--- config.mk ---
export PLATFORM = sky130hd
export DESIGN_NAME = vigenere_95_symbol_encryptor_unit
export DESIGN_NICKNAME = d
export VERILOG_FILES = /design/src/rtl/vig95_pkg.sv /design/src/rtl/vig95_ram.sv /design/src/rtl/vig95_keypos.sv /design/src/rtl/vig95_encode.sv /design/src/rtl/vig95_keystore_ram_note.sv /design/src/rtl/vigenere_95_symbol_encryptor_unit.sv
export SDC_FILE = /design/constraint.sdc
export NUM_CORES = 1
export LEC_CHECK = 0
export ABC_AREA = 0
export CAP_MARGIN = 20
export CORE_UTILIZATION = 62
export DETAILED_ROUTE_END_ITERATION = 8
export DONT_BUFFER_PORTS = 1
export GPL_TIMING_DRIVEN = 0
export PLACE_DENSITY = 0.78
export SLEW_MARGIN = 15
export SYNTH_ARGS = -nofsm -noshare
export SYNTH_HDL_FRONTEND = slang
export SYNTH_HIERARCHICAL = 1
export SYNTH_SLANG_ARGS = --single-unit
export TNS_END_PERCENT = 20
--- constraint.sdc ---
create_clock -name i_clk -period 17.7 [get_ports i_clk]
set_input_delay 0.885 -clock i_clk [delete_from_list [all_inputs] [get_ports i_clk]]
set_output_delay 0.885 -clock i_clk [all_outputs]
set_load 0.01 [all_outputs]
--- src/rtl/vig95_pkg.sv ---
// Shared definitions for the 95-symbol Vigenere encryptor.
// Holds the symbol code tables, field widths and the control struct.
// No dependencies.
`timescale 1ns / 1ps
`default_nettype none

package vig95_pkg;

    localparam int CHAR_W     = 7;    // ASCII character and symbol code width
    localparam int SLOT_W     = 6;    // key_slot field width
    localparam int CFG_W      = 7;    // key_length register width
    localparam int KEY_MAX_DEF = 64;
    localparam int ALPHA_MOD  = 95;

    localparam logic MODE_KEY  = 1'b0;
    localparam logic MODE_DATA = 1'b1;

    // Per-transfer control from the top level to the key position tracker
    typedef struct packed {
        logic load_key;   // key symbol written: position goes back to 0
        logic encrypt;    // data character taken: position advances
    } t_xfer_ctl;

    // ASCII character -> symbol code (0 when not in the alphabet).
    // '*' has two symbols (71 and 91) and codes to 91. Space is 95.
    function automatic logic [CHAR_W-1:0] char_code(input logic [CHAR_W-1:0] c);
        logic [CHAR_W-1:0] code;
        case (c) inside
            [7'd65:7'd90]:  code = c - 7'd64;   // A-Z -> 1..26
            [7'd97:7'd122]: code = c - 7'd70;   // a-z -> 27..52
            [7'd49:7'd57]:  code = c + 7'd4;    // 1-9 -> 53..61
            7'd96:  code = 7'd62;   // `
            7'd126: code = 7'd63;   // ~
            7'd33:  code = 7'd64;   // !
            7'd64:  code = 7'd65;   // @
            7'd35:  code = 7'd66;   // #
            7'd36:  code = 7'd67;   // $
            7'd37:  code = 7'd68;   // %
            7'd94:  code = 7'd69;   // ^
            7'd38:  code = 7'd70;   // &
            7'd40:  code = 7'd72;   // (
            7'd41:  code = 7'd73;   // )
            7'd91:  code = 7'd74;   // [
            7'd93:  code = 7'd75;   // ]
            7'd123: code = 7'd76;   // {
            7'd125: code = 7'd77;   // }
            7'd92:  code = 7'd78;   // backslash
            7'd124: code = 7'd79;   // |
            7'd59:  code = 7'd80;   // ;
            7'd58:  code = 7'd81;   // :
            7'd39:  code = 7'd82;   // '
            7'd34:  code = 7'd83;   // "
            7'd44:  code = 7'd84;   // ,
            7'd46:  code = 7'd85;   // .
            7'd60:  code = 7'd86;   // <
            7'd62:  code = 7'd87;   // >
            7'd63:  code = 7'd88;   // ?
            7'd43:  code = 7'd89;   // +
            7'd45:  code = 7'd90;   // -
            7'd42:  code = 7'd91;   // *
            7'd47:  code = 7'd92;   // /
            7'd61:  code = 7'd93;   // =
            7'd95:  code = 7'd94;   // _
            7'd32:  code = 7'd95;   // space
            default: code = 7'd0;
        endcase
        return code;
    endfunction

    // Symbol 0..94 -> ASCII character. Symbol 0 is a space.
    function automatic logic [CHAR_W-1:0] sym_char(input logic [CHAR_W-1:0] s);
        logic [CHAR_W-1:0] ch;
        case (s) inside
            [7'd1:7'd26]:  ch = s + 7'd64;
            [7'd27:7'd52]: ch = s + 7'd70;
            [7'd53:7'd61]: ch = s - 7'd4;
            7'd62: ch = 7'd96;
            7'd63: ch = 7'd126;
            7'd64: ch = 7'd33;
            7'd65: ch = 7'd64;
            7'd66: ch = 7'd35;
            7'd67: ch = 7'd36;
            7'd68: ch = 7'd37;
            7'd69: ch = 7'd94;
            7'd70: ch = 7'd38;
            7'd71: ch = 7'd42;
            7'd72: ch = 7'd40;
            7'd73: ch = 7'd41;
            7'd74: ch = 7'd91;
            7'd75: ch = 7'd93;
            7'd76: ch = 7'd123;
            7'd77: ch = 7'd125;
            7'd78: ch = 7'd92;
            7'd79: ch = 7'd124;
            7'd80: ch = 7'd59;
            7'd81: ch = 7'd58;
            7'd82: ch = 7'd39;
            7'd83: ch = 7'd34;
            7'd84: ch = 7'd44;
            7'd85: ch = 7'd46;
            7'd86: ch = 7'd60;
            7'd87: ch = 7'd62;
            7'd88: ch = 7'd63;
            7'd89: ch = 7'd43;
            7'd90: ch = 7'd45;
            7'd91: ch = 7'd42;
            7'd92: ch = 7'd47;
            7'd93: ch = 7'd61;
            7'd94: ch = 7'd95;
            default: ch = 7'd32;
        endcase
        return ch;
    endfunction

endpackage

`default_nettype wire

--- src/rtl/vig95_ram.sv ---
// Generic single-write, single-read RAM with registered read data.
// Read data holds when no read is enabled. No dependencies.
`timescale 1ns / 1ps
`default_nettype none

module vig95_ram #(
    parameter int WIDTH = 7,
    parameter int DEPTH = 64,
    localparam int AW = (DEPTH > 1) ? $clog2(DEPTH) : 1
) (
    input  wire logic             i_clk,
    input  wire logic             i_wr_en,
    input  wire logic [AW-1:0]    i_wr_addr,
    input  wire logic [WIDTH-1:0] i_wr_data,
    input  wire logic             i_rd_en,
    input  wire logic [AW-1:0]    i_rd_addr,
    output logic      [WIDTH-1:0] o_rd_data
);

    logic [WIDTH-1:0] r_mem [DEPTH];

    always_ff @(posedge i_clk) begin
        if (i_wr_en) begin
            r_mem[i_wr_addr] <= i_wr_data;
        end
        if (i_rd_en) begin
            o_rd_data <= r_mem[i_rd_addr];
        end
    end

endmodule

`default_nettype wire

--- src/rtl/vig95_keypos.sv ---
// Key position tracker: clamps the configured key length, picks the key
// entry for the current data character and advances/wraps the position.
// Depends on vig95_pkg.
`timescale 1ns / 1ps
`default_nettype none

module vig95_keypos #(
    parameter int KEY_MAX = vig95_pkg::KEY_MAX_DEF,
    localparam int POS_W = (KEY_MAX > 1) ? $clog2(KEY_MAX) : 1,
    localparam int LEN_W = ($clog2(KEY_MAX + 1) > vig95_pkg::CFG_W) ?
                           $clog2(KEY_MAX + 1) : vig95_pkg::CFG_W
) (
    input  wire logic                        i_clk,
    input  wire logic                        i_rst_n,
    input  wire vig95_pkg::t_xfer_ctl        i_ctl,
    input  wire logic [vig95_pkg::CFG_W-1:0] i_key_length,
    output logic      [POS_W-1:0]            o_rd_addr,
    output logic      [POS_W-1:0]            o_pos
);

    logic [POS_W-1:0] r_pos;
    logic [POS_W-1:0] n_pos;
    logic [LEN_W-1:0] len_cfg;
    logic [LEN_W-1:0] len_eff;
    logic [LEN_W-1:0] pos_ext;
    logic [LEN_W-1:0] pos_eff;
    logic [LEN_W-1:0] pos_inc;

    always_comb begin
        len_cfg = LEN_W'(i_key_length);
        if (len_cfg == '0) begin
            len_eff = LEN_W'(1);
        end else if (len_cfg > LEN_W'(KEY_MAX)) begin
            len_eff = LEN_W'(KEY_MAX);
        end else begin
            len_eff = len_cfg;
        end

        // a position left past a shortened key restarts at entry 0
        pos_ext = LEN_W'(r_pos);
        pos_eff = (pos_ext >= len_eff) ? '0 : pos_ext;
        pos_inc = pos_eff + LEN_W'(1);

        if (i_ctl.load_key) begin
            n_pos = '0;
        end else if (i_ctl.encrypt) begin
            n_pos = (pos_inc >= len_eff) ? '0 : POS_W'(pos_inc);
        end else begin
            n_pos = r_pos;
        end
    end

    assign o_rd_addr = POS_W'(pos_eff);
    assign o_pos     = r_pos;

    always_ff @(posedge i_clk) begin
        if (!i_rst_n) begin
            r_pos <= '0;
        end else begin
            r_pos <= n_pos;
        end
    end

endmodule

`default_nettype wire

--- src/rtl/vig95_encode.sv ---
// Output stage: adds data and key codes mod 95, maps the symbol back to
// ASCII and holds it in the result register. Depends on vig95_pkg.
`timescale 1ns / 1ps
`default_nettype none

module vig95_encode (
    input  wire logic                         i_clk,
    input  wire logic                         i_rst_n,
    input  wire logic                         i_s1_valid,
    input  wire logic [vig95_pkg::CHAR_W-1:0] i_data_code,
    input  wire logic [vig95_pkg::CHAR_W-1:0] i_key_code,
    input  wire logic                         i_out_stall,
    output logic                              o_s1_take,
    output logic                              o_out_valid,
    output logic      [vig95_pkg::CHAR_W-1:0] o_out_char
);

    localparam int SUM_W = vig95_pkg::CHAR_W + 1;
    localparam logic [SUM_W-1:0] MOD = SUM_W'(vig95_pkg::ALPHA_MOD);

    logic                         r_out_valid;
    logic [vig95_pkg::CHAR_W-1:0] r_out_char;
    logic                         load;
    logic [SUM_W-1:0]             sum;
    logic [SUM_W-1:0]             red1;
    logic [SUM_W-1:0]             red2;
    logic [vig95_pkg::CHAR_W-1:0] n_out_char;

    // codes are at most 95 each, so the sum stays below 2*95+1
    always_comb begin
        sum  = SUM_W'(i_data_code) + SUM_W'(i_key_code);
        red1 = (sum >= MOD) ? sum - MOD : sum;
        red2 = (red1 >= MOD) ? red1 - MOD : red1;
        n_out_char = vig95_pkg::sym_char(red2[vig95_pkg::CHAR_W-1:0]);
    end

    assign load      = !r_out_valid || !i_out_stall;
    assign o_s1_take = load;

    always_ff @(posedge i_clk) begin
        if (!i_rst_n) begin
            r_out_valid <= 1'b0;
        end else if (load) begin
            r_out_valid <= i_s1_valid;
        end
    end

    always_ff @(posedge i_clk) begin
        if (load && i_s1_valid) begin
            r_out_char <= n_out_char;
        end
    end

    assign o_out_valid = r_out_valid;
    assign o_out_char  = r_out_char;

endmodule

`default_nettype wire

--- src/rtl/vig95_keystore_ram_note.sv ---
// Input stage register: symbol code of the accepted data character and its
// valid flag, held until the output stage takes it.
// Depends on vig95_pkg.
`timescale 1ns / 1ps
`default_nettype none

module vig95_s1reg (
    input  wire logic                         i_clk,
    input  wire logic                         i_rst_n,
    input  wire logic                         i_load,
    input  wire logic                         i_take,
    input  wire logic [vig95_pkg::CHAR_W-1:0] i_in_char,
    output logic                              o_valid,
    output logic      [vig95_pkg::CHAR_W-1:0] o_code
);

    logic                         r_valid;
    logic [vig95_pkg::CHAR_W-1:0] r_code;

    always_ff @(posedge i_clk) begin
        if (!i_rst_n) begin
            r_valid <= 1'b0;
        end else if (i_load) begin
            r_valid <= 1'b1;
        end else if (i_take) begin
            r_valid <= 1'b0;
        end
    end

    // data character is coded on the way in
    always_ff @(posedge i_clk) begin
        if (i_load) begin
            r_code <= vig95_pkg::char_code(i_in_char);
        end
    end

    assign o_valid = r_valid;
    assign o_code  = r_code;

endmodule

`default_nettype wire

--- src/rtl/vigenere_95_symbol_encryptor_unit.sv ---
// Vigenere encryptor over a 95-symbol printable alphabet. One item per cycle
// while o_in_stall is low: a mode 0 transfer writes a key symbol and rewinds the
// key position, a mode 1 transfer encrypts one character. The transfer edge
// captures the character code and the key store read; the mod-95 add and symbol
// lookup then go into the output register once it is free or unstalled.
// Back-to-back items stream at one per cycle while i_out_stall is low, the only
// loop being the key position register. Key length is written through
// i_cfg_wr_en/i_cfg_wr_data; the user must write it while the block is idle, as
// the block itself does not enforce this. Depends on vig95_pkg, vig95_ram, vig95_keypos, vig95_s1reg and vig95_encode.
`timescale 1ns / 1ps
`default_nettype none

module vigenere_95_symbol_encryptor_unit #(
    parameter int KEY_MAX = vig95_pkg::KEY_MAX_DEF
) (
    input  wire logic                         i_clk,
    input  wire logic                         i_rst_n,
    input  wire logic                         i_cfg_wr_en,
    input  wire logic [vig95_pkg::CFG_W-1:0]  i_cfg_wr_data,
    input  wire logic                         i_in_valid,
    output logic                              o_in_stall,
    input  wire logic                         i_mode,
    input  wire logic [vig95_pkg::SLOT_W-1:0] i_key_slot,
    input  wire logic [vig95_pkg::CHAR_W-1:0] i_in_char,
    output logic                              o_out_valid,
    input  wire logic                         i_out_stall,
    output logic      [vig95_pkg::CHAR_W-1:0] o_out_char
);

    localparam int POS_W = (KEY_MAX > 1) ? $clog2(KEY_MAX) : 1;
    localparam int LEN_W = ($clog2(KEY_MAX + 1) > vig95_pkg::CFG_W) ?
                           $clog2(KEY_MAX + 1) : vig95_pkg::CFG_W;

    logic [vig95_pkg::CFG_W-1:0]  r_key_length;
    logic                         accept;
    logic                         s1_load;
    logic                         s1_take;
    logic                         s1_valid;
    logic [vig95_pkg::CHAR_W-1:0] s1_code;
    logic [vig95_pkg::CHAR_W-1:0] key_code;
    logic                         ram_wr_en;
    logic [POS_W-1:0]             rd_addr;
    logic [POS_W-1:0]             pos;
    vig95_pkg::t_xfer_ctl         xfer_ctl;

    always_ff @(posedge i_clk) begin
        if (!i_rst_n) begin
            r_key_length <= vig95_pkg::CFG_W'(1);
        end else if (i_cfg_wr_en) begin
            r_key_length <= i_cfg_wr_data;
        end
    end

    assign o_in_stall = s1_valid && !s1_take;
    assign accept     = i_in_valid && !o_in_stall;
    assign s1_load    = accept && (i_mode == vig95_pkg::MODE_DATA);

    // slots beyond the store leave it untouched but still rewind the position
    assign ram_wr_en = accept && (i_mode == vig95_pkg::MODE_KEY) &&
                       (LEN_W'(i_key_slot) < LEN_W'(KEY_MAX));

    assign xfer_ctl.load_key = accept && (i_mode == vig95_pkg::MODE_KEY);
    assign xfer_ctl.encrypt  = s1_load;

    vig95_keypos #(
        .KEY_MAX (KEY_MAX)
    ) u_keypos (
        .i_clk        (i_clk),
        .i_rst_n      (i_rst_n),
        .i_ctl        (xfer_ctl),
        .i_key_length (r_key_length),
        .o_rd_addr    (rd_addr),
        .o_pos        (pos)
    );

    vig95_ram #(
        .WIDTH (vig95_pkg::CHAR_W),
        .DEPTH (KEY_MAX)
    ) u_key_ram (
        .i_clk     (i_clk),
        .i_wr_en   (ram_wr_en),
        .i_wr_addr (POS_W'(i_key_slot)),
        .i_wr_data (vig95_pkg::char_code(i_in_char)),
        .i_rd_en   (s1_load),
        .i_rd_addr (rd_addr),
        .o_rd_data (key_code)
    );

    vig95_s1reg u_s1reg (
        .i_clk     (i_clk),
        .i_rst_n   (i_rst_n),
        .i_load    (s1_load),
        .i_take    (s1_take),
        .i_in_char (i_in_char),
        .o_valid   (s1_valid),
        .o_code    (s1_code)
    );

    vig95_encode u_encode (
        .i_clk       (i_clk),
        .i_rst_n     (i_rst_n),
        .i_s1_valid  (s1_valid),
        .i_data_code (s1_code),
        .i_key_code  (key_code),
        .i_out_stall (i_out_stall),
        .o_s1_take   (s1_take),
        .o_out_valid (o_out_valid),
        .o_out_char  (o_out_char)
    );

    // key position never leaves the store
    a_pos_range: assert property (@(posedge i_clk) disable iff (!i_rst_n)
        LEN_W'(pos) < LEN_W'(KEY_MAX))
        else $error("key position out of range");

    // an encrypted character always lands in the middle stage
    a_s1_fill: assert property (@(posedge i_clk) disable iff (!i_rst_n)
        s1_load |=> s1_valid)
        else $error("data transfer lost before output stage");

    // a blocked middle stage keeps its character code
    a_s1_hold: assert property (@(posedge i_clk) disable iff (!i_rst_n)
        (s1_valid && !s1_take) |=> (s1_valid && $stable(s1_code)))
        else $error("middle stage changed while blocked");

    // results are always printable ASCII
    a_out_printable: assert property (@(posedge i_clk) disable iff (!i_rst_n)
        o_out_valid |-> (o_out_char >= 7'd32 && o_out_char <= 7'd126))
        else $error("non-printable result");

endmodule

`default_nettype wire
==> summary.txt, run 1 <==
cts bufs inserted - 46
R2R Path Start - u_s1reg/o_code[0]
Reg2Reg Setup Slack - 9.81 ns
Syn Nets - 1724
Die H - 198 um
Final nets - 1786
# setup viols final - 0
TNS Setup - 0 ns
Via density - 6.95
synth warn - 6
Async SR Flop Fraction - 0%
status - complete, no violations
Tmin final - 7.89 ns
clk sink count - 484
cell taking the most area after synthesis - edfxtp_1
I/O pin count - 35
initial antenna violation count - 2
insertion delay to the later sink of the worst-skew pair - 0.56 ns
syn_area_per_cell - 14.4 um^2
layout cells sized above 1 - 18.4%
Mapped Area - 0.0238 mm^2
H-tree Lvls - 2
DP Wirelength - 41.0 mm
Worst setup EP type - flip-flop
row count - 71
die area - 0.0392 mm^2
most common cell in the netlist - edfxtp_1
DRT Pass-1 Iters - 5
vias in the first global route - 15200
clk slew on worst S/H paths - 0.06 ns
Hold Crit Depth - 1
GR Util All Layers - 31.8%
top cells by area, synth - edfxtp_1 59%, mux4_2 11%, ha_1 2.4%
die width - 198 um
final worst-path cycle share - 44.6%
endpoints failing hold - 0
DP Area - 0.0247 mm^2
Initial Util - 63.1%
Min-Delay Startpoint - i_rst_n
# DRC - 0
Via Count - 15700
Max VDD drop - 0.0918 mV
post-synth top area share - 59.1%
worst-margin pin slew - 1.15 ns
R2R cell count - 29
P&R area growth vs syn - 9.80%
Port Buffers - 0
cell area after layout - 0.0262 mm^2
Crit-path slowest cell - fa_1
clock buffer depth - 3
register bit total from synthesis - 484
Root Buffer - clkbuf_16
routability cong. - 0.966
# Post-CTS Setup Buffers - 0
Worst EP arrival - 8.26 ns
largest net degree at the start of global routing - 41
hold_buf cts - 0
RSZ-0062 raised after global routing - no
CP Class - flip-flop to flip-flop
Design Power - 2.61 mW
hold path endpoint - r_key_length[0]
Slew Viols, Final - 0
CP max stage delay - 0.48 ns
Cells after DPL - 2176
final WL - 60.7 mm
ANT nets after route - 0
post-cts sizing count - 0
post-synthesis cell count - 1652
Max Clk Rate - 127 MHz
Startpoint Class - flip-flop
worst hold path type - primary input to flip-flop
register area share after synthesis - 60.4%
leak pwr - 7.92 nW
Worst Clk Skew - 0.0176 ns
Slew HR - 22.8%
Synth Flop Type - edfxtp_1
setup slack after layout - 9.81 ns
Place WS - 10.02 ns
Layout Cells excl Fill - 2261
Unique masters post-synth - 111
core area - 0.0378 mm^2
reg2reg end - u_encode/o_out_char[1]
final core utilization - 69.3%
first-pass GRT wire length - 91.9 mm
Max-cap violations - 0
PD cells - 100 mW/mm^2
drt wl/cell - 26.9 um
First DRT Iteration DRCs - 1831
CTS tree - built
Post-synth EDFFs - 469
total gr overflow - 0
CP Data Required Time - 18.07 ns
Commonest cells post-synth - 469 x edfxtp_1, 125 x nor2_1, 112 x mux4_2
Max FO, Critical Path - 10
hold_ws - 0.392 ns
==> state kept, by name, indices dropped and copies added, names as in the netlist <==
signal	count
u_key_ram/r_mem	448
u_encode/o_out_valid	1
u_encode/o_out_char	7
u_keypos/o_pos	6
u_s1reg/o_valid	1
u_s1reg/o_code	7
r_key_length	7
u_key_ram/o_rd_data	7
==> cell families (layout without fill, tap and decap cells) <==
| logic type | count (synthesis) | in the layout | share of synthesized area, % |
|---|---|---|---|
| XOR/XNOR | 18 | 18 | 0.693 |
| buffers and inverters | 128 | 225 | 2.69 |
| multiplexers | 156 | 156 | 12.5 |
| adder cells (fa/ha/maj) | 46 | 46 | 2.45 |
| AO/OA/AOI/OAI | 370 | 370 | 11.5 |
| AND/OR/NAND/NOR | 450 | 450 | 9.79 |
| flip-flops | 484 | 484 | 60.4 |
| other | 0 | 1 | 0 |
==> power breakdown <==
group / internal [mW] / switching, mW
logic: 0.141 / 0.255
registers: 1.29 / 0.00424
clock network: 0.516 / 0.406
==> area by class of cell <==
cell class | instances | area, um^2
diodes | 1 | 2.50
plain buffers | 98 | 528
clock buffers | 56 | 1210
clock inverters | 27 | 188
fillers | 2480 | 11600
inverters | 30 | 113
multi-input cells | 1040 | 8860
flip-flops and latches | 484 | 14400
well taps | 511 | 639
repair buffers | 14 | 230
==> per-layer routing <==
metal | up-vias | wire (um) | GRT usage, %
met1 | 7780 | 22900 | 43.1
li1 | 6766 | - | -
met4 | 2 | 2470 | 12.7
met2 | 989 | 29100 | 51.4
met3 | 178 | 6280 | 5.91
met5 | - | 15 | 0
==> cell usage in the layout, fill, tap and decap left out, types with 9 or more instances in the layout <==
| cell type | netlist | layout |
|---|---|---|
| edfxtp_1 | 469 | 469 |
| nor2_1 | 125 | 125 |
| mux4_2 | 112 | 112 |
| nand2_1 | 89 | 89 |
| a21oi_1 | 65 | 64 |
| o21ai_0 | 48 | 48 |
| clkbuf_16 | 0 | 47 |
| clkbuf_1 | 37 | 46 |
| ha_1 | 45 | 45 |
| buf_2 | 41 | 42 |
| nand3_1 | 39 | 39 |
| nor2b_1 | 33 | 33 |
| mux2i_1 | 31 | 31 |
| nand2b_1 | 26 | 26 |
| nor3_1 | 26 | 26 |
| inv_1 | 25 | 25 |
| o22ai_1 | 24 | 24 |
| a21o_1 | 21 | 21 |
| a211oi_1 | 19 | 19 |
| a31oi_1 | 16 | 15 |
| dfxtp_1 | 15 | 15 |
| and2_1 | 14 | 14 |
| o221ai_1 | 14 | 14 |
| o31ai_1 | 14 | 13 |
| a22oi_1 | 13 | 13 |
| xnor2_1 | 12 | 12 |
| mux2_2 | 12 | 12 |
| nand3b_1 | 12 | 12 |
| and3_1 | 12 | 12 |
| clkinv_1 | 0 | 12 |
| buf_4 | 8 | 11 |
| o21ai_1 | 12 | 11 |
| buf_6 | 9 | 11 |
| nand4_1 | 10 | 10 |
| a211o_1 | 10 | 10 |
| or3_1 | 10 | 10 |
| o211ai_1 | 9 | 9 |
==> how the worst max path moves through the flow <==
| stage | cells after the start | slack, ns | end | start |
|---|---|---|---|---|
| 4_1_cts | 29 | 9.98 | u_encode/o_out_char[1] | u_s1reg/o_code[0] |
| 5_1_grt | 28 | 9.29 | u_encode/o_out_char[1] | u_s1reg/o_code[0] |
| 2_1_floorplan | 29 | 11.11 | u_encode/o_out_char[3] | u_s1reg/o_code[0] |
| 6_report | 29 | 9.81 | u_encode/o_out_char[1] | u_s1reg/o_code[0] |
| 3_5_place_dp | 28 | 10.02 | u_encode/o_out_char[1] | u_s1reg/o_code[0] |
| 3_3_place_gp | 9 | 9.11 | u_key_ram/r_mem[22][5] | i_in_char[3] |
==> critical path: cells and delay by family, from the launching register on <==
kind                     cells  cell delay (ns)
flip-flops                   1             0.38
AND/OR/NAND/NOR              4             1.17
buffers and inverters        8             1.96
AO/OA/AOI/OAI               12             2.76
adder cells (fa/ha/maj)      4             1.15
XOR/XNOR                     1             0.27
No activity file was read; power rests on OpenSTA's default activity.
==> inputs of run 2 (changes only) <==
Settings changed: CORE_UTILIZATION 62 to 58, PLACE_DENSITY 0.78 to 0.76.
Clock period 17.7 ns to 6.5 ns, I/O delays scaled along.
==> run 2 against run 1 <==
Design area rose by 2.8%. Worst setup slack got worse by 9.6 ns. Critical path depth down 8. Critical endpoint is now u_encode/o_out_char[3]. Highest routed layer is now met4. Non-clock buffer count rose by 30. Utilization decreased by 2.2 points. Sequential power grew to 2.7 times the previous value.
==> summary.txt, run 2 (synthesis gave the netlist of run 1 again) <==
R2R cell count - 21 (-28%)
die width - 205 um (+3.4%)
Max VDD drop - 0.290 mV (+220%)
cts bufs inserted - 48 (+4.3%)
Port Buffers - 0 (unchanged)
commonest non-fill, non-tap cell in the layout - edfxtp_1
setup slack after layout - 0.232 ns (-9.58 ns)
row count - 73 (+2.8%)
Cells after DPL - 2190 (+0.64%)
Worst Path Buf+Inv - 3 (-5)
drt wl/cell - 26.8 um (-0.13%)
first-pass GRT wire length - 94.0 mm (+2.3%)
Max-cap violations - 0 (unchanged)
Tmin final - 6.27 ns (-1.62 ns)
DP Wirelength - 41.2 mm (+0.34%)
CP max stage delay - 0.62 ns (+0.14 ns)
Slew HR - 28.8% (+6.0 points)
max reg flops - 448 (unchanged)
layout cells sized above 1 - 21.3% (+2.9 points)
Crit path depth - 21 (-28%)
GR Util All Layers - 30.2% (-1.7 points)
crit-path cells - ha_4 -> fa_2 -> a211o_1 -> and4_1 -> or3_1 -> buf_4 -> a21oi_4 -> mux2_4 -> ha_4 -> buf_4 -> a41oi_2 -> a311oi_2 -> a21o_1 -> buf_4 -> a31oi_4 -> mux2i_2 -> nand2_1 -> a2111oi_4 -> nor2_1 -> and2_1 -> a211o_1
final WL - 62.0 mm (+2.1%)
# DRC - 0 (unchanged)
Slew Viols, Final - 0 (unchanged)
final core utilization - 67.1% (-2.2 points)
critical path's top delay family - compound AO/OA/AOI/OAI gates
Initial Util - 59.4% (-3.7 points)
clk sink count - 484 (unchanged)
multi-input logic area - 0.00911 mm^2 (+2.8%)
# setup viols final - 0 (unchanged)
final worst-path cycle share - 96.4% (+52 points)
Layout Cells excl Fill - 2311 (+2.2%)
status - complete, no violations
Via density - 6.90 (-0.66%)
Max Clk Rate - 160 MHz (+26%)
Root Buffer - clkbuf_16
Reg with most FFs - u_key_ram/r_mem
die area - 0.0419 mm^2 (+6.8%)
total gr overflow - 0 (unchanged)
Worst setup EP type - flip-flop
Startpoint Class - flip-flop
Place WS - -1.24 ns (-11.26 ns)
endpoints failing hold - 0 (unchanged)
initial antenna violation count - 0 (-2)
DRT Pass-1 Iters - 6 (+1)
worst hold path type - primary input to flip-flop
ANT nets after route - 0 (unchanged)
critical path's most frequent cell - buf_4
largest net degree at the start of global routing - 65 (+59%)
vias in the first global route - 15400 (+1.5%)
PD cells - 280 mW/mm^2 (+180%)
I/O pin count - 35 (unchanged)
register area - 0.0144 mm^2 (unchanged)
clock buffer depth - 3 (unchanged)
clk slew on worst S/H paths - 0.06 ns (about the same)
worst-margin pin slew - 1.06 ns (-0.0852 ns)
hold_ws - 0.0292 ns (-0.363 ns)
P&R area growth vs syn - 12.9%
Die H - 205 um (+3.4%)
insertion delay to the later sink of the worst-skew pair - 0.56 ns (about the same)
Via Count - 16000 (+1.5%)
# fillers - 2683 (+8.2%)
H-tree Lvls - 2 (unchanged)
Crit-path slowest cell - mux2i_2
Worst Clk Skew - 0.0229 ns (+0.00527 ns)
core area - 0.0401 mm^2 (+6.2%)
CP Data Required Time - 6.80 ns (-11.27 ns)
leak pwr - 8.22 nW (+3.8%)
Worst EP arrival - 6.57 ns (-1.69 ns)
CP Class - flip-flop to flip-flop
most frequent cells in the layout - 469 x edfxtp_1, 124 x nor2_1, 112 x mux4_2
First DRT Iteration DRCs - 1900 (+3.8%)
CTS tree - built
Hold Crit Depth - 2 (+1)
Max FO, Critical Path - 9 (-1)
Design Power - 7.53 mW (+190%)
Final nets - 1818 (+1.8%)
routability cong. - 0.970 (+0.48%)
==> run 2: metal layers <==
layer | vias up | track usage, % | share of wire, %
met2 | 953 | 48.2 | 48
met4 | 0 | 11.3 | 4.2
met5 | - | 0 | 0
met3 | 194 | 6.67 | 10
met1 | 7984 | 40.6 | 38
li1 | 6825 | - | -
==> run 2: path summary, 6_finish.rpt <==
path | from | end | slack [ns]
max | u_s1reg/o_code[0] | u_encode/o_out_char[3] | 0.23
min reg2reg | u_keypos/o_pos[0] | u_keypos/o_pos[0] | 0.49
max reg2reg | u_s1reg/o_code[0] | u_encode/o_out_char[3] | 0.23
min | i_rst_n | u_keypos/o_pos[1] | 0.03
==> run 2: area by class of cell <==
type	count	area share, %
buffer	96	1.96
inverter	30	0.428
antenna	2	0.0186
sequential	484	53.5
multi-input combinational	1040	33.9
timing repair buffer	46	1.90
clock inverter	29	1.19
tap	525	2.44
clock buffer	59	4.70
==> run 2: what timing repair did <==
| item | 4_1_cts | 5_1_grt |
|---|---|---|
| endpoints found under the setup margin | 7 | 7 |
| pin swaps | 11 | 12 |
| hold endpoints to repair | 9 | 0 |
| setup buffers | 18 | 5 |
| resized for setup | 27 | 20 |
| hold buffers | 9 | 0 |
==> run 2: power by group <==
| group | internal [mW] | switching (mW) |
|---|---|---|
| logic | 0.450 | 0.751 |
| registers | 3.52 | 0.0124 |
| clock network | 1.66 | 1.14 |
| total | 5.63 | 1.90 |
==> run 2: stage by stage <==
step	area [um^2]	setup TNS (ns)
after global routing	26900	-0.0826
final	26900	0
after detailed placement	24800	-7.80
after CTS	26700	0
after floorplan	23800	0
after global placement	24500	-189.98
==> run 2: worst reg2reg max path, cell delays in order, from the launching register on <==
cell and delay [ns]:
edfxtp_1 0.45, ha_4 0.20, fa_2 0.36, a211o_1 0.31, and4_1 0.21, or3_1 0.34, buf_4 0.18, a21oi_4 0.28
mux2_4 0.37, ha_4 0.18, buf_4 0.17, a41oi_2 0.20, a311oi_2 0.08, a21o_1 0.21, buf_4 0.15, a31oi_4 0.26
mux2i_2 0.62, nand2_1 0.21, a2111oi_4 0.53, nor2_1 0.21, and2_1 0.22, a211o_1 0.27
==> inputs of run 3 (changes only) <==
Settings changed: CORE_UTILIZATION 58 to 60, CTS_BUF_LIST set to sky130_fd_sc_hd__clkbuf_8, PLACE_DENSITY 0.76 to 0.79.
==> run 3 against run 2 <==
Non-clock buffer count is 2 lower. Combinational power hardly changed. Sequential share of layout area is 0.27 points higher. Clock skew is 0.011 ns higher. Worst setup slack worse by 0.19 ns. Routed wire length down 1.6%. Sequential cell count stayed put. Final cell count is 1.6% higher. Power down 4.7%. Utilization rose by 1.7 points. Highest routed layer is now met5.
==> summary.txt, run 3 (synthesis gave the netlist of run 1 again) <==
# fillers - 2552 (-4.9%)
final WL - 61.0 mm (-1.6%)
RSZ-0062 raised after global routing - yes
row count - 72 (-1.4%)
Worst Clk Skew - 0.0338 ns (+0.0109 ns)
Via Count - 16100 (+0.81%)
# setup viols final - 0 (unchanged)
Max-cap violations - 0 (unchanged)
ANT nets after route - 0 (unchanged)
DP Wirelength - 41.4 mm (+0.61%)
clk sink count - 484 (unchanged)
Worst setup EP type - flip-flop
GRT met3 Usage - 6.07% (-0.59 points)
Initial Util - 61.2% (+1.8 points)
worst hold path type - primary input to flip-flop
Max VDD drop - 0.211 mV (-27%)
leak pwr - 8.24 nW (+0.26%)
GRT met2 Usage - 49.1% (+0.82 points)
Die H - 201 um (-1.7%)
cts bufs inserted - 75 (+56%)
vias in the first global route - 15700 (+2.1%)
Cells after DPL - 2185 (-0.23%)
PD cells - 268 mW/mm^2 (-4.2%)
die width - 201 um (-1.7%)
GRT busiest layer - met2
hold_ws - 0.0907 ns (+0.0615 ns)
layout cells sized above 1 - 22.0% (+0.73 points)
P&R area growth vs syn - 12.3%
H-tree Lvls - 3 (+1)
register area - 0.0144 mm^2 (unchanged)
initial antenna violation count - 1 (+1)
Port Buffers - 0 (unchanged)
# DRC - 0 (unchanged)
first-pass GRT wire length - 92.8 mm (-1.3%)
Final nets - 1844 (+1.4%)
status - complete, no violations
total gr overflow - 0 (unchanged)
grt met1 use - 40.6% (about the same)
Tmin final - 6.45 ns (+0.186 ns)
Reg with most FFs - u_key_ram/r_mem
max reg flops - 448 (unchanged)
antenna cell count - 0 (-2)
commonest non-fill, non-tap cell in the layout - edfxtp_1
multi-input logic area - 0.00913 mm^2 (+0.19%)
DRT Pass-1 Iters - 6 (unchanged)
clock buffer depth - 3 (unchanged)
Startpoint Class - flip-flop
Layout Cells excl Fill - 2347 (+1.6%)
drt wl/cell - 26.0 um (-3.1%)
clk slew on worst S/H paths - 0.06 ns (about the same)
GR Util All Layers - 30.3% (+0.15 points)
I/O pin count - 35 (unchanged)
CP Class - flip-flop to flip-flop
routability cong. - 1.02 (+4.9%)
most frequent cells in the layout - 469 x edfxtp_1, 124 x nor2_1, 112 x mux4_2
die area - 0.0405 mm^2 (-3.3%)
final core utilization - 68.8% (+1.7 points)
First DRT Iteration DRCs - 1907 (+0.37%)
Root Buffer - clkbuf_8
Max FO, Critical Path - 9 (unchanged)
core area - 0.0389 mm^2 (-2.9%)
worst-margin pin slew - 1.01 ns (-0.0536 ns)
Design Power - 7.18 mW (-4.7%)
Slew HR - 32.6% (+3.8 points)
Place WS - -1.14 ns (+0.0990 ns)
Via density - 6.85 (-0.73%)
Worst EP arrival - 6.81 ns (+0.24 ns)
setup slack after layout - 0.0452 ns (-0.186 ns)
CTS tree - built
largest net degree at the start of global routing - 41 (-37%)
CP Data Required Time - 6.86 ns (+0.06 ns)
Max Clk Rate - 155 MHz (-2.9%)
final worst-path cycle share - 99.3% (+2.9 points)
Slew Viols, Final - 0 (unchanged)
endpoints failing hold - 0 (unchanged)
insertion delay to the later sink of the worst-skew pair - 0.63 ns (+0.07 ns)
## run 3: cell count changes in the layout (fill, tap and decap cells not counted), moves of 3 or more
cell | before | now
clkbuf_1 | 41 | 32
clkinv_1 | 8 | 20
buf_6 | 14 | 11
inv_1 | 25 | 46
bufinv_16 | 7 | 4
clkbuf_8 | 0 | 79
clkinv_2 | 11 | 6
clkbuf_16 | 49 | 0
a211oi_2 | 0 | 3
## run 3: power breakdown
part           internal, mW  total [mW]  leakage (nW)  switching (mW)
clock network          1.29        2.43         0.802            1.15
registers              3.52        3.53          3.97          0.0121
logic                 0.455        1.21          3.47           0.758
total                  5.26        7.18          8.24            1.92
## run 3: cell type report
type	instances	share of cell area, %
clock buffers	79	4.06
well taps	518	2.42
repair buffers	44	1.97
flip-flops and latches	484	53.8
multi-input cells	1041	34.1
plain buffers	96	1.97
inverters	30	0.440
clock inverters	55	1.27
## run 3: final timing paths
path / startpoint / endpoint / slack [ns] / depth (start not counted)
max: u_s1reg/o_code[0] / u_encode/o_out_char[3] / 0.05 / 27
min: i_in_char[2] / u_s1reg/o_code[2] / 0.09 / 2
max reg2reg: u_s1reg/o_code[0] / u_encode/o_out_char[3] / 0.05 / 27
min reg2reg: u_keypos/o_pos[0] / u_keypos/o_pos[0] / 0.50 / 2
## run 3: through the flow
stage / cell area, um^2 / TNS, ns
3_5_place_dp: 24800 / -7.15
3_3_place_gp: 24500 / -180.07
2_1_floorplan: 23800 / 0
5_1_grt: 26800 / -0.899
4_1_cts: 26500 / -0.00628
6_report: 26800 / 0
## run 3: timing repair
item	in CTS	in global routing
endpoints found under the hold margin	10	0
setup buffers	7	13
endpoints found under the setup margin	7	7
pin swaps	7	14
resized for setup	31	18
cloned	1	0
hold buffers	9	0
## run 3: per-layer routing
metal | routed length [um] | vias up
met2 | 28800 | 1046
met3 | 6430 | 203
met5 | 10 | -
met1 | 23200 | 7947
met4 | 2620 | 2
li1 | - | 6888
## run 3: worst max-delay path, stage by stage, from the launching register on
cell,delay [ns]
edfxtp_1,0.41
ha_2,0.23
fa_2,0.37
a211o_1,0.32
and4_1,0.22
or3_1,0.34
buf_4,0.18
a21oi_4,0.26
mux2_4,0.25
ha_4,0.15
inv_1,0.07
a2111oi_4,0.30
a41oi_1,0.10
a311oi_2,0.27
a21o_1,0.18
o2111ai_2,0.15
a21oi_2,0.25
or2_4,0.20
inv_6,0.07
ha_2,0.19
a21oi_1,0.12
o21ai_1,0.10
a2bb2oi_2,0.17
a2111oi_4,0.46
buf_4,0.20
a211oi_2,0.05
a22o_1,0.26
a211o_1,0.31
